### src/hdl/lvs_pkg.sv
// lvs_pkg: sizes, row type, command codes and helpers for the lru victim select unit
// shared by the victim picker and the top level; no dependencies

package lvs_pkg;

  // geometry
  localparam int NUM_SETS  = 64;
  localparam int NUM_WAYS  = 4;
  localparam int TIME_BITS = 32;

  // widths of the input and output fields
  localparam int CMD_W    = 2;
  localparam int SET_W    = 6;
  localparam int WAYF_W   = 2;
  localparam int NOW_W    = 32;
  localparam int MASK_W   = 4;
  localparam int VWAY_W   = 2;
  localparam int IN_BITS  = CMD_W + SET_W + WAYF_W + NOW_W + MASK_W;
  localparam int IN_W     = ((IN_BITS + 7) / 8) * 8;
  localparam int OUT_BITS = 1 + VWAY_W;
  localparam int OUT_W    = ((OUT_BITS + 7) / 8) * 8;

  // internal index widths
  localparam int ADDR_W = (NUM_SETS > 1) ? $clog2(NUM_SETS) : 1;
  localparam int WAY_W  = (NUM_WAYS > 1) ? $clog2(NUM_WAYS) : 1;

  // command codes
  localparam logic [CMD_W-1:0] CMD_INVAL = 2'd0;
  localparam logic [CMD_W-1:0] CMD_TOUCH = 2'd1;
  localparam logic [CMD_W-1:0] CMD_QUERY = 2'd2;

  // one memory row holds the time stamps of every way of a set
  typedef logic [NUM_WAYS-1:0][TIME_BITS-1:0] row_t;

  // result of a victim search
  typedef struct packed {
    logic             found;
    logic [WAY_W-1:0] way;
  } victim_t;

  // sequencer states
  typedef enum logic {
    ST_IDLE,
    ST_EXEC
  } state_e;

  // set number to memory row address
  function automatic logic [ADDR_W-1:0] set_addr(input logic [SET_W-1:0] set);
    logic [ADDR_W+SET_W-1:0] ext;
    ext = {{ADDR_W{1'b0}}, set};
    return ext[ADDR_W-1:0];
  endfunction

  // set number lies inside the cache
  function automatic logic set_ok(input logic [SET_W-1:0] set);
    logic [ADDR_W+SET_W:0] ext;
    ext = {{(ADDR_W+1){1'b0}}, set};
    return (ext < NUM_SETS);
  endfunction

  // way number lies inside the set
  function automatic logic way_ok(input logic [WAYF_W-1:0] way);
    logic [WAY_W+WAYF_W:0] ext;
    ext = {{(WAY_W+1){1'b0}}, way};
    return (ext < NUM_WAYS);
  endfunction

  // way number to row slot
  function automatic logic [WAY_W-1:0] way_slot(input logic [WAYF_W-1:0] way);
    logic [WAY_W+WAYF_W-1:0] ext;
    ext = {{WAY_W{1'b0}}, way};
    return ext[WAY_W-1:0];
  endfunction

  // incoming time kept in its low TIME_BITS bits
  function automatic logic [TIME_BITS-1:0] fit_time(input logic [NOW_W-1:0] now);
    logic [TIME_BITS+NOW_W-1:0] ext;
    ext = {{TIME_BITS{1'b0}}, now};
    return ext[TIME_BITS-1:0];
  endfunction

endpackage

### src/hdl/lvs_victim_pick.sv
// lvs_victim_pick: oldest enabled way of one set row, lowest way on equal times
// depends on lvs_pkg for the row and result types

module lvs_victim_pick (
  input  lvs_pkg::row_t                   row_i,
  input  logic [lvs_pkg::NUM_WAYS-1:0]    enable_i,
  input  logic                            set_ok_i,
  output lvs_pkg::victim_t                victim_o
);
  import lvs_pkg::*;

  logic [TIME_BITS-1:0] best_time;

  // walk the ways in order, strict compare keeps the lower way on ties
  always_comb begin
    victim_o  = '0;
    best_time = '0;
    for (int w = 0; w < NUM_WAYS; w++) begin
      if (set_ok_i && enable_i[w] && (!victim_o.found || (row_i[w] < best_time))) begin
        victim_o.found = 1'b1;
        victim_o.way   = WAY_W'(w);
        best_time      = row_i[w];
      end
    end
  end

endmodule
### config.mk
export PLATFORM = sky130hd
export DESIGN_NAME = lvs_victim_pick
export DESIGN_NICKNAME = d
export VERILOG_FILES = /design/src/hdl/lvs_pkg.sv /design/src/hdl/lvs_victim_pick.sv
export SDC_FILE = /design/constraint.sdc
export NUM_CORES = 1
export LEC_CHECK = 0
export BUFFER_PORTS_ARGS = -buffer_cell sky130_fd_sc_hd__buf_2
export CORE_MARGIN = 3
export CORE_UTILIZATION = 50
export DETAILED_ROUTE_END_ITERATION = 12
export PLACE_DENSITY = 0.92
export SYNTH_ARGS = -nofsm -noshare
export SYNTH_HDL_FRONTEND = slang
export SYNTH_SLANG_ARGS = --single-unit
### constraint.sdc
create_clock -name vclk -period 10.65
set_input_delay 0.5325 -clock vclk [all_inputs]
set_output_delay 0.5325 -clock vclk [all_outputs]
set_load 0.01 [all_outputs]
### Word-level counts from Yosys, hierarchy flattened

Cells that the tools add are included.

| operators by class | value |
|---|---|
| order comparisons | 3 |
| multiplexer cells | 7 |
| reduce and logical (&&, ||, !) cells | 13 |

Operator list:

| kind | count |
|---|---|
| less-than comparator 32 bit | 3 |
| 2-to-1 mux 32 bit | 3 |
| 2-to-1 mux 3 bit | 4 |
| logical AND 1 bit | 7 |
| zero test 1 bit | 3 |
| logical OR 1 bit | 3 |

| storage, ports and cells | value |
|---|---|
| flip-flop bits (word level) | 0 |
| input port bits | 133 |
| output and inout bits | 3 |
| word-level logic and storage cells | 23 |

### Depth between registers and ports, before layout

| depth | value |
|---|---|
| word-level depth | 14 |
| gate-level depth with buffers | 38 |
| gate-level depth less buffers | 31 |

### Least setup slack after synthesis

Ideal clock, no wire load.

| path | value |
|---|---|
| path kind | input-to-output |
| start | input port set_ok_i |
| end | output port victim_o[1] (netlist name) |
| data arrival time | 7,710 ps |
| path slack | 2,408 ps |
| cell stages on the path | 37 |
| buffers on the path | 6 |
| cell sequence | buf_6 > and2_1 > clkbuf_1 > clkbuf_1 > clkbuf_1 > nand2_1 > ha_1 > a21o_1 > a21oi_1 > a2111o_1 > a31oi_2 > o21ai_0 > nand3_1 > clkbuf_1 > nor2_1 > a31oi_1 > ha_1 > a21oi_2 > o21a_1 > nor2_1 > o31a_1 > or3_4 > or3_1 > a21oi_1 > or2_1 > buf_6 > mux2_2 > ha_1 > a21o_1 > a21o_1 > a221o_1 > a221oi_1 > o21ai_0 > a21boi_0 > o21ai_0 > or4_4 > nand3b_1 |

RTL lines:

| what | line | RTL |
|---|---|---|
| from (decl) | lvs_victim_pick.sv:7 | `input logic set_ok_i,` |
| to (decl) | lvs_victim_pick.sv:8 | `output lvs_pkg::victim_t victim_o` |

==> flow_summary.toml <==
[run_status]
status = "completed"

[routing]
wire_per_inst_um = 15.3
drc = 0
drt_iter0_drc = 234
drt_wl_total_mm = 10.3
ant_nets = 0
viasPerCell = 5.78
num_vias = 3881
first_pass_iters = 5

[floorplan]
die_w_um = 89.3
die_y_um = 89.3
pin_count = 136
die_area_mm2 = 0.00797
initial_utilization_pct = 53.1
coreArea_mm2 = 0.00653
rows = 29

[critical_path]
crit_fanout = 42
path_buf_inv = 5
crit_slowest_cell = "nand3_2"
worstSetupEndpointType = "primary output"
start_kind = "primary input"
crit_top_cell = "o21ai_0"
critPathTopFamily = "compound AO/OA/AOI/OAI gates"
worstPathRequired_ns = 10.12
cp.arrival_ns = 9.37
worstSetupPathType = "in -> out"
max_stage_delay_ns = 0.61

[cells_and_area]
drive_gt1_share_pct = 30.4
final.clkbuf_count = 0
final_cell_mix = "buf_2, ha_1, inv_1"
fillers = 579
antennaDiodeCount = 0
register_area_um2 = 0
fin_nets = 823
seq_cells = 0
final_common_cell = "buf_2"
area_delta_synth_final_pct = 19.4

[power_and_ir_drop]
leakagePower_nw = 2.23
switching_share_pct = 51.3
power.density_mw_per_mm2 = 47.2
seq_power_share_pct = 0
power_frac_comb_pct = 100.0
ir_worst_vdd_mv = 0.0254
p_int_mw = 0.0952
p_sw_mw = 0.100
power_frac_clock_pct = 0

[timing]
rsz0062_at_grt = "false"
finalCriticalPeriod_ns = 9.90
setup_viol = 0
worst_slew_pin_slew_ns = 0.734
drv_slew = 0
fin_tns_setup_ns = 0
slew-limit-headroom_pct = 51.0
fmax_mhz = 101
whs_ns = 1.45
post-route-period-util_pct = 93.0
final_hold_viol_count = 0

[global_route]
grt_pass1_wl_mm = 15.5
grt_pass1_vias = 3606
track_usage_pct = 23.9
grt_max_degree = 43
gr-total-overflow = 0
antenna_found_initial = 0

[job]
maxCapViolCount = 0

[yosys]
synth.largest_area_cell = "ha_1"
avgSynthCellArea_um2 = 7.32
yosys.cell_types.count = 51
mappedNetlistNets = 700
yosys_warnings = 0
synth-seq-area-share_pct = 0
syn_inst = 474
synth_area_mm2 = 0.00347
synthTopCellsByArea = "ha_1, mux2_4, inv_1"
synth_top_cell_area_share_pct = 33.5

[placed_design]
gp_congestion = 0.949
port_buffers = 136
hpwl_mm = 9.28

[cts]
cts.repair.resized = 0
postCtsHoldBufs = 0
cts_setup_buffers = 0

[hold_path]
hold_class = "in -> out"
[routing by layer]
layer	up-vias	wire length (um)	GRT usage, %
li1	1968	-	-
met1	1718	4580	32.5
met2	169	4840	41.7
met3	26	655	1.20
met4	0	228	5.01
met5	-	0	0
[final timing paths]
path                   startpoint  slack (ns)     endpoint  cells after the start
worst min-delay path  enable_i[3]        1.45  victim_o[2]                      3
worst max-delay path     set_ok_i        0.75  victim_o[0]                     35
[area by class of cell]
| class | instances | area (um2) | area share [%] |
|---|---|---|---|
| Multi-Input combinational cell | 392 | 3100 | 74.9 |
| Timing Repair Buffer | 139 | 703 | 17.0 |
| Tap cell | 77 | 96.3 | 2.33 |
| Inverter | 64 | 240 | 5.80 |
[power by group through the flow]
stage	Clock [mW]	Sequential, mW	Combinational [mW]
detailed placement	0	0	0.192
global route	0	0	0.218
CTS	0	0	0.193
floorplan	0	0	0.133
finish	0	0	0.195
global placement	0	0	0.182
[worst min-delay path, cell delays in order]
cell    delay, ns
buf_2        0.11
o41a_1       0.13
buf_2        0.14
[cells by family (layout without fill, tap and decap cells)]
kind of cell / Yosys count / after routing / synth area share [%]
buffers and inverters: 82 / 203 / 10.8
AND/OR/NAND/NOR: 146 / 146 / 19.2
AO/OA/AOI/OAI: 121 / 121 / 22.8
adder cells (fa/ha/maj): 93 / 93 / 33.5
multiplexers: 32 / 32 / 13.6
[cell usage after synthesis, drive strengths merged, types with 6 or more instances]
| cell | instances |
|---|---|
| nor2 | 46 |
| nand3 | 10 |
| o21a | 6 |
| inv | 64 |
| a211oi | 6 |
| nand2 | 55 |
| nand4 | 13 |
| o21ai | 18 |
| a21oi | 27 |
| a31oi | 33 |
| buf | 7 |
| clkbuf | 11 |
| nor3 | 6 |
| mux2 | 32 |
| ha | 93 |
| a21o | 11 |
[per-stage QoR]
step	worst slack [ns]	util, %	std cells	area (um2)	power (mW)
after global routing	0.0567	63.4	672	4140	0.218
final	0.750	63.4	672	4140	0.195
after global placement	1.17	63.4	672	4140	0.182
after CTS	0.828	63.4	672	4140	0.193
after floorplan	2.41	-	474	3470	0.133
after detailed placement	0.843	63.4	672	4140	0.192
No activity file was read; power rests on OpenSTA's default activity.
